<file path="src/design/assert_macros.svh">
// ----------------------------------------------------------------------------
// assert_macros.svh
// Concurrent assertion helpers for the RTL.
// ----------------------------------------------------------------------------
`ifndef ASSERT_MACROS_SVH
`define ASSERT_MACROS_SVH

// Same-cycle implication, disabled while reset is asserted.
`define ASSERT_IMP(name, clk, rstn, ante, cons) \
  name: assert property (@(posedge clk) disable iff (!rstn) (ante) |-> (cons)) \
    else $error("same-cycle implication violated");

// Next-cycle implication, disabled while reset is asserted.
`define ASSERT_NXT(name, clk, rstn, ante, cons) \
  name: assert property (@(posedge clk) disable iff (!rstn) (ante) |=> (cons)) \
    else $error("next-cycle implication violated");

`endif

</file>
<file path="src/design/gdd_pkg.sv">
// ----------------------------------------------------------------------------
// gdd_pkg
// Types, constants and the month table of the date difference block.
// ----------------------------------------------------------------------------
package gdd_pkg;

  localparam int unsigned NUM_STAGES = 4;

  typedef logic        [13:0] year_t;
  typedef logic        [3:0]  month_t;
  typedef logic        [4:0]  day_t;
  typedef logic        [8:0]  dbm_t;     // days before month, up to 365
  typedef logic        [22:0] dnum_t;    // day number since year 0
  typedef logic signed [22:0] count_t;

  // Pipeline control shared between the stage controller and the datapath.
  typedef struct packed {
    logic [NUM_STAGES-1:0] load;   // stage register takes new contents
    logic [NUM_STAGES-1:0] valid;  // stage holds a live transaction
  } gdd_ctrl_t;

  localparam month_t MONTH_LAST = 4'd12;

  // Reciprocal of 100: floor(x/100) == (x * RECIP_100) >> RECIP_SHIFT
  // for every x below 43690, which covers year + 99 for 14-bit years.
  localparam int unsigned RECIP_SHIFT = 21;
  localparam logic [14:0] RECIP_100   = 15'd20972;

  localparam dbm_t DAYS_BEFORE [13] = '{
    9'd0,   9'd31,  9'd59,  9'd90,  9'd120, 9'd151, 9'd181,
    9'd212, 9'd243, 9'd273, 9'd304, 9'd334, 9'd365
  };

  // Month to table row: month zero has no months before it, months
  // above twelve take the whole year.
  function automatic logic [3:0] month_row(month_t m);
    logic [3:0] row;
    if (m == 4'd0) begin
      row = 4'd0;
    end else if (m > MONTH_LAST) begin
      row = MONTH_LAST;
    end else begin
      row = m - 4'd1;
    end
    return row;
  endfunction

endpackage

</file>
<file path="src/design/gdd_if.sv">
// ----------------------------------------------------------------------------
// gdd_if
// Valid/ready channels for date pairs in and day counts out.
// ----------------------------------------------------------------------------
interface gdd_in_if;
  import gdd_pkg::*;

  logic   valid;
  logic   ready;
  year_t  start_year;
  month_t start_month;
  day_t   start_day;
  year_t  end_year;
  month_t end_month;
  day_t   end_day;
  logic   include_end;

  modport source (
    output valid, start_year, start_month, start_day,
           end_year, end_month, end_day, include_end,
    input  ready
  );

  modport sink (
    input  valid, start_year, start_month, start_day,
           end_year, end_month, end_day, include_end,
    output ready
  );
endinterface

interface gdd_out_if;
  import gdd_pkg::*;

  logic   valid;
  logic   ready;
  count_t day_count;

  modport source (output valid, day_count, input ready);
  modport sink   (input valid, day_count, output ready);
endinterface

</file>
<file path="src/design/gdd_pipe_ctrl.sv">
// ----------------------------------------------------------------------------
// gdd_pipe_ctrl
// Stage valid bits and load enables; a bubble in any stage is filled.
// ----------------------------------------------------------------------------
module gdd_pipe_ctrl (
  input  logic               clk_i,
  input  logic               rst_ni,
  input  logic               in_valid_i,
  input  logic               out_ready_i,
  output gdd_pkg::gdd_ctrl_t ctrl_o
);
  import gdd_pkg::*;

  logic [NUM_STAGES-1:0] valid_q, valid_d;
  logic [NUM_STAGES-1:0] load;

  // A stage loads when it is empty or its contents move on.
  always_comb begin
    load[NUM_STAGES-1] = !valid_q[NUM_STAGES-1] || out_ready_i;
    for (int k = NUM_STAGES - 2; k >= 0; k--) begin
      load[k] = !valid_q[k] || load[k+1];
    end
  end

  always_comb begin
    valid_d = valid_q;
    if (load[0]) begin
      valid_d[0] = in_valid_i;
    end
    for (int k = 1; k < NUM_STAGES; k++) begin
      if (load[k]) begin
        valid_d[k] = valid_q[k-1];
      end
    end
  end

  always_ff @(posedge clk_i or negedge rst_ni) begin
    if (!rst_ni) begin
      valid_q <= '0;
    end else begin
      valid_q <= valid_d;
    end
  end

  assign ctrl_o.load  = load;
  assign ctrl_o.valid = valid_q;

endmodule

</file>
<file path="src/design/gdd_day_number.sv">
// ----------------------------------------------------------------------------
// gdd_day_number
// Three-stage day number: days of all years before the year plus day of year.
// ----------------------------------------------------------------------------
module gdd_day_number (
  input  logic               clk_i,
  input  gdd_pkg::gdd_ctrl_t ctrl_i,
  input  gdd_pkg::year_t     year_i,
  input  gdd_pkg::month_t    month_i,
  input  gdd_pkg::day_t      day_i,
  output gdd_pkg::dnum_t     num_o
);
  import gdd_pkg::*;

  // Stage 1: ceil(year/100) product, month table.
  logic [14:0] yp99;
  logic [29:0] prod_d;
  logic [3:0]  row;

  year_t       s1_year_q;
  logic [29:0] s1_prod_q;
  dbm_t        s1_dbm_q;
  logic        s1_late_q;   // month after February
  day_t        s1_day_q;

  assign yp99   = {1'b0, year_i} + 15'd99;
  assign prod_d = yp99 * RECIP_100;
  assign row    = month_row(month_i);

  always_ff @(posedge clk_i) begin
    if (ctrl_i.load[0]) begin
      s1_year_q <= year_i;
      s1_prod_q <= prod_d;
      s1_dbm_q  <= DAYS_BEFORE[row];
      s1_late_q <= (row >= 4'd2);
      s1_day_q  <= day_i;
    end
  end

  // Stage 2: year part of the day number and the leap test.
  // q100 = ceil(y/100); ceil(y/400) = (q100 + 3) >> 2.
  logic [7:0]  q100;
  logic [14:0] q100_x100;
  logic        div100;
  logic        leap;
  dnum_t       base_d;

  assign q100      = s1_prod_q[RECIP_SHIFT +: 8];
  assign q100_x100 = {7'd0, q100} * 15'd100;
  assign div100    = (q100_x100 == {1'b0, s1_year_q});
  // Divisible by 100: then q100 is y/100 and must itself be divisible by 4.
  assign leap      = (s1_year_q[1:0] == 2'd0) && (!div100 || (q100[1:0] == 2'd0));

  always_comb begin
    base_d = 23'(s1_year_q) * 23'd365
           + 23'(({1'b0, s1_year_q} + 15'd3) >> 2)
           - 23'(q100)
           + 23'(({1'b0, q100} + 9'd3) >> 2);
  end

  dnum_t s2_base_q;
  dbm_t  s2_dbm_q;
  logic  s2_leap_q;
  day_t  s2_day_q;

  always_ff @(posedge clk_i) begin
    if (ctrl_i.load[1]) begin
      s2_base_q <= base_d;
      s2_dbm_q  <= s1_dbm_q;
      s2_leap_q <= s1_late_q && leap;
      s2_day_q  <= s1_day_q;
    end
  end

  // Stage 3: add the day of the year.
  dnum_t s3_num_q;

  always_ff @(posedge clk_i) begin
    if (ctrl_i.load[2]) begin
      s3_num_q <= s2_base_q + 23'(s2_dbm_q) + 23'(s2_leap_q) + 23'(s2_day_q);
    end
  end

  assign num_o = s3_num_q;

endmodule

</file>
<file path="src/design/gregorian_date_difference.sv">
// ----------------------------------------------------------------------------
// gregorian_date_difference - signed days between two Gregorian dates
// Accepted transactions pass through a four-stage pipeline to the result; throughput one
// transaction per cycle while the output is not stalled; an output stall holds
// only full stages, bubbles close up. Reset empties the pipeline, nothing else.
// ----------------------------------------------------------------------------
`include "assert_macros.svh"

module gregorian_date_difference (
  input  logic  clk_i,
  input  logic  rst_ni,
  gdd_in_if.sink    req_i,
  gdd_out_if.source rsp_o
);
  import gdd_pkg::*;

  // Stage plan, per date:
  //   1: (year + 99) times the reciprocal of 100, month table lookup
  //   2: year * 365 + leap days before the year, leap test
  //   3: plus days before month, leap day, day of month
  //   4: end number minus start number plus include_end (here)
  gdd_ctrl_t ctrl;

  gdd_pipe_ctrl u_ctrl (
    .clk_i       (clk_i),
    .rst_ni      (rst_ni),
    .in_valid_i  (req_i.valid),
    .out_ready_i (rsp_o.ready),
    .ctrl_o      (ctrl)
  );

  // Any stage with room lets the chain move, so the input is ready even
  // while a finished count waits at the output.
  assign req_i.ready = ctrl.load[0];

  dnum_t start_num;
  dnum_t end_num;

  gdd_day_number u_start (
    .clk_i   (clk_i),
    .ctrl_i  (ctrl),
    .year_i  (req_i.start_year),
    .month_i (req_i.start_month),
    .day_i   (req_i.start_day),
    .num_o   (start_num)
  );

  gdd_day_number u_end (
    .clk_i   (clk_i),
    .ctrl_i  (ctrl),
    .year_i  (req_i.end_year),
    .month_i (req_i.end_month),
    .day_i   (req_i.end_day),
    .num_o   (end_num)
  );

  // include_end rides along with the day number stages.
  logic [2:0] inc_q;

  always_ff @(posedge clk_i) begin
    if (ctrl.load[0]) begin
      inc_q[0] <= req_i.include_end;
    end
    if (ctrl.load[1]) begin
      inc_q[1] <= inc_q[0];
    end
    if (ctrl.load[2]) begin
      inc_q[2] <= inc_q[1];
    end
  end

  // Final stage: exact difference in 24 bits, low 23 kept (two's complement).
  logic [23:0] diff;
  count_t      count_q;

  assign diff = {1'b0, end_num} - {1'b0, start_num} + 24'(inc_q[2]);

  always_ff @(posedge clk_i) begin
    if (ctrl.load[3]) begin
      count_q <= count_t'(diff[22:0]);
    end
  end

  assign rsp_o.valid     = ctrl.valid[NUM_STAGES-1];
  assign rsp_o.day_count = count_q;

  // An accepted transaction always lands in the first stage.
  `ASSERT_NXT(a_accept_fills_s1, clk_i, rst_ni, req_i.valid && req_i.ready, ctrl.valid[0])

  // With every stage full and the output stalled, nothing more may enter.
  `ASSERT_IMP(a_full_blocks_input, clk_i, rst_ni, (&ctrl.valid) && !rsp_o.ready, !req_i.ready)

  // A live stage that cannot move keeps its transaction.
  `ASSERT_NXT(a_s3_holds, clk_i, rst_ni, ctrl.valid[2] && !ctrl.load[2], ctrl.valid[2])

endmodule
</file>
<file path="src/flat_wrapper.sv">
// flat-port wrapper written by rule: the top's interface ports become plain ports
module gregorian_date_difference_flat import gdd_pkg::*;
  (clk_i, rst_ni, req_i_valid, req_i_start_year, req_i_start_month, req_i_start_day, req_i_end_year, req_i_end_month, req_i_end_day, req_i_include_end, req_i_ready, rsp_o_valid, rsp_o_day_count, rsp_o_ready);
  gdd_in_if req_i_i ();
  gdd_out_if rsp_o_i ();
  input  logic clk_i;
  input  logic rst_ni;
  input wire logic [$bits(req_i_i.valid)-1:0] req_i_valid;
  input wire logic [$bits(req_i_i.start_year)-1:0] req_i_start_year;
  input wire logic [$bits(req_i_i.start_month)-1:0] req_i_start_month;
  input wire logic [$bits(req_i_i.start_day)-1:0] req_i_start_day;
  input wire logic [$bits(req_i_i.end_year)-1:0] req_i_end_year;
  input wire logic [$bits(req_i_i.end_month)-1:0] req_i_end_month;
  input wire logic [$bits(req_i_i.end_day)-1:0] req_i_end_day;
  input wire logic [$bits(req_i_i.include_end)-1:0] req_i_include_end;
  output wire logic [$bits(req_i_i.ready)-1:0] req_i_ready;
  output wire logic [$bits(rsp_o_i.valid)-1:0] rsp_o_valid;
  output wire logic [$bits(rsp_o_i.day_count)-1:0] rsp_o_day_count;
  input wire logic [$bits(rsp_o_i.ready)-1:0] rsp_o_ready;
  assign req_i_i.valid = req_i_valid;
  assign req_i_i.start_year = req_i_start_year;
  assign req_i_i.start_month = req_i_start_month;
  assign req_i_i.start_day = req_i_start_day;
  assign req_i_i.end_year = req_i_end_year;
  assign req_i_i.end_month = req_i_end_month;
  assign req_i_i.end_day = req_i_end_day;
  assign req_i_i.include_end = req_i_include_end;
  assign req_i_ready = req_i_i.ready;
  assign rsp_o_valid = rsp_o_i.valid;
  assign rsp_o_day_count = rsp_o_i.day_count;
  assign rsp_o_i.ready = rsp_o_ready;
  gregorian_date_difference u_core (.clk_i(clk_i), .rst_ni(rst_ni), .req_i(req_i_i), .rsp_o(rsp_o_i));
endmodule
</file>
<file path="config.mk">
export PLATFORM = sky130hd
export DESIGN_NAME = gregorian_date_difference_flat
export DESIGN_NICKNAME = d
export VERILOG_FILES = /design/src/design/gdd_pkg.sv /design/src/design/gdd_if.sv /design/src/design/gdd_pipe_ctrl.sv /design/src/design/gdd_day_number.sv /design/src/design/gregorian_date_difference.sv /design/src/flat_wrapper.sv
export VERILOG_INCLUDE_DIRS = /design/src /design/src/design
export SDC_FILE = /design/constraint.sdc
export NUM_CORES = 1
export LEC_CHECK = 0
export BUFFER_PORTS_ARGS = -buffer_cell sky130_fd_sc_hd__buf_4
export CORE_UTILIZATION = 25
export CTS_CLUSTER_SIZE = 30
export DETAILED_ROUTE_END_ITERATION = 10
export PLACE_DENSITY = 0.5
export SETUP_SLACK_MARGIN = 0.15
export SYNTH_ARGS = -nofsm -noshare
export SYNTH_HDL_FRONTEND = slang
export SYNTH_SLANG_ARGS = --single-unit
</file>
<file path="constraint.sdc">
create_clock -name clk_i -period 5.82 [get_ports clk_i]
set_input_delay 0.873 -clock clk_i [delete_from_list [all_inputs] [get_ports clk_i]]
set_output_delay 0.873 -clock clk_i [all_outputs]
set_load 0.005 [all_outputs]
</file>
==> results_dict.tcl <==
set metrics [dict create \
    status "finished, violations left" \
    violations "setup timing" \
    grt_usage 0.117 \
    coreArea_um2 111000 \
    die_x_um 338 \
    layout-drive-gt1-share 0.175 \
    async_flop_share 0.0177 \
    path_clk_slew_ps 60 \
    grt_overflow 0 \
    path_buf_inv 9 \
    clk_root_buffer_cell "clkbuf_16" \
    syn_area_um2 28200 \
    gp_congestion 0.846 \
    setup_ws_ps -61.8 \
    crit_path_end_kind "register" \
    grt_pass1_wl_mm 106 \
    crit_type "in -> reg" \
    final.fill_count 11500 \
    finalSetupViolCount 2 \
    layout_worst_path_cycle_share 1.01 \
    grt_max_degree 75 \
    n_antenna_cell 0 \
    synth_nets 3577 \
    clock_sinks 226 \
    die_h_um 338 \
    wl_mm 65.5 \
    start_kind "input pin" \
    final-max-slew-violation-count 0 \
    hold_viol 0 \
    reg2reg_slack_ps 390 \
    fin_crit_ps 5880 \
    final_nets 3951 \
    cts_tree "done" \
    drv_cap 0 \
    clock_path_buffers 3 \
    dr.pass1.iters 5 \
    drc 0 \
    synthFlopType "edfxtp_1" \
    cpMaxStageDelayCell "fa_1" \
    ys_ff_latch 226 \
    grt_pass1_vias 19700 \
    dp_hpwl_mm 56.8 \
    synth_edf_count 222 \
    rsz0062_at_grt "yes" \
    vias 18900 \
    cts_max_level 1 \
    ys_types 66 \
    cp_max_fo 5 \
    crit_required_ps 6170 \
    syn2layout_area_growth_pct 23.0 \
    clock_skew_ps 40.3 \
    cp_top_family "adder cells" \
    fmax_mhz 170 \
    slew_headroom 0.272 \
    rows 122 \
    max_stage_delay_ps 540 \
    yosysWarnings 0 \
    fin_setup_tns_ps -83.8 \
    ys_seq_area_frac 0.240 \
    antenna_found_initial 6 \
    netlist_instances 2713 \
    antenna_left 0 \
    worst_ep_arrival_time_ps 6230 \
    viasPerCell 4.12 \
    fin_cells 4598 \
    worst_slew_pin_slew_ps 1090 \
    pre_cts_ws_ps -749 \
    min_path_type "in -> async" \
    syn_avg_cell_area_um2 10.4 \
    wl_per_cell_um 14.2 \
    port-buffer-count 75 \
    dp_cells 4522 \
    cts-hold-fix-buffers 0 \
    die_area_um2 114000 \
    initial_core_util 0.254 \
    drt_iter0_drc 714 \
    clk_latency_ps 610 \
    io_pins 76 \
    cts-buffers-inserted 30 \
]
==> worst register-to-register path: stages, from the launching register on <==
cell and delay [ps]:
edfxtp_1 420, inv_1 80, buf_4 150, ha_1 240, nor2_2 160, nand2_1 130
nor2_1 160, nand2_1 100, xnor2_1 140, ha_1 300, inv_1 60, fa_1 480
fa_1 490, inv_1 50, fa_1 470, ha_1 350, nand3_1 100, or3_1 330
a211o_1 360, a21oi_4 250, nor4_4 70, a311oi_2 310
==> state kept, by name (all words and copies together) (netlist names), 8 cells and up <==
register,cells
u_core.rsp_o.day_count,23
u_core.u_end.s2_base_q,23
u_core.u_end.s1_dbm_q,9
u_core.u_start.s2_dbm_q,9
u_core.u_start.num_o,23
u_core.u_end.s2_dbm_q,9
u_core.u_end.num_o,23
u_core.u_start.s1_prod_q,8
u_core.u_end.s1_year_q,14
u_core.u_start.s1_year_q,14
u_core.u_start.s2_base_q,23
u_core.u_end.s1_prod_q,8
u_core.u_start.s1_dbm_q,9
==> final timing paths <==
| kind | from | to | cells after the start |
|---|---|---|---|
| worst min-delay path | rst_ni | u_core.u_ctrl.valid_q[1] | 1 |
| worst min register to register | u_core.u_end.s1_day_q[0] | u_core.u_end.s2_day_q[0] | 0 |
| worst max register to register | u_core.u_end.s1_year_q[1] | u_core.u_end.s2_base_q[22] | 21 |
| max in group asynchronous | rst_ni | u_core.u_ctrl.valid_q[0] | 1 |
| min in group clk_i | u_core.u_end.s1_day_q[0] | u_core.u_end.s2_day_q[0] | 0 |
| worst max-delay path | req_i_start_year[1] | u_core.u_start.s1_prod_q[28] | 26 |
==> cell usage in the layout, fill, tap and decap left out, types with 10 or more instances in the layout <==
master	Yosys	layout
nand2_1	94	87
a21oi_2	1	11
o21a_1	23	23
xnor2_1	170	157
clkbuf_16	0	30
inv_1	665	643
o21bai_1	17	16
nor2b_1	26	25
fa_1	300	298
xor2_1	73	61
a21oi_1	99	87
nor3_1	33	30
a211oi_1	13	10
nand4_1	16	16
a21o_1	53	53
ha_1	513	494
and3_1	18	16
o211ai_1	17	17
buf_4	0	342
edfxtp_1	222	222
a31oi_1	16	15
xnor2_2	0	10
ha_4	0	15
inv_2	1	18
nor2_1	106	102
nand3_1	33	28
nand2b_1	16	16
o21ai_0	51	45
==> timing repair <==
action                                  CTS  global route
pin swaps                                 1            54
setup buffers                             4            17
endpoints found under the setup margin    7            30
gates resized for setup                   4           105
==> through the flow <==
| stage | cell area, um2 | hold WS [ps] | util |
|---|---|---|---|
| 2_1_floorplan | 28700 | 400 | - |
| 3_3_place_gp | 33000 | 402 | 0.296 |
| 3_5_place_dp | 33000 | 405 | 0.296 |
| 4_1_cts | 34100 | 41.4 | 0.306 |
| 5_1_grt | 34700 | 52.1 | 0.312 |
| 6_report | 34700 | 77.6 | 0.312 |
==> metal layers <==
layer  global-route usage  part of all wire  routed length (um)  vias up
met5                    0           0.00017                  11        -
met4               0.0307             0.023                1490        2
met3              0.00732             0.021                1380       68
met2                0.197              0.47               30700      171
met1                0.161              0.49               31900     9032
li1                     -                 -                   -     9660
==> cell type report <==
cell class / count / area (um2) / area share
Clock buffer: 33 / 762 / 0.0219
Clock inverter: 22 / 267 / 0.00767
Inverter: 666 / 2510 / 0.0724
Multi-Input combinational cell: 1812 / 19900 / 0.572
Sequential cell: 226 / 6770 / 0.195
Tap cell: 1488 / 1860 / 0.0536
Timing Repair Buffer: 351 / 2690 / 0.0774
==> synthesized netlist by cell type, drive strengths merged, types with 16 or more instances <==
| library cell | instances | area share |
|---|---|---|
| ha | 513 | 0.23 |
| a31oi | 16 | 0.0035 |
| xnor2 | 170 | 0.053 |
| o21ai | 59 | 0.011 |
| fa | 300 | 0.21 |
| a21oi | 100 | 0.018 |
| nand3 | 33 | 0.0058 |
| nand2b | 16 | 0.0035 |
| nor2 | 106 | 0.014 |
| o21a | 23 | 0.0061 |
| inv | 666 | 0.089 |
| nand4 | 16 | 0.0035 |
| xor2 | 74 | 0.023 |
| and3 | 18 | 0.0040 |
| o211ai | 17 | 0.0045 |
| nor2b | 26 | 0.0058 |
| edfxtp | 222 | 0.24 |
| o21bai | 17 | 0.0045 |
| nor3 | 33 | 0.0058 |
| a21o | 53 | 0.014 |
| nand2 | 94 | 0.012 |
==> logic make-up after synthesis <==
group                      after synthesis  share of synthesized area
DFF                                    226                      0.240
and+or+nand+nor                        380                     0.0644
AOI/OAI and AO/OA                      364                     0.0863
muxes                                   11                    0.00408
adders and majority gates              813                      0.440
xor gates and xnor gates               244                     0.0759
buffers and inverters                  675                     0.0897
Power is left out: the tool's default activity adds up to more than one toggle a clock period on the data nets, which glitch-free logic cannot reach.
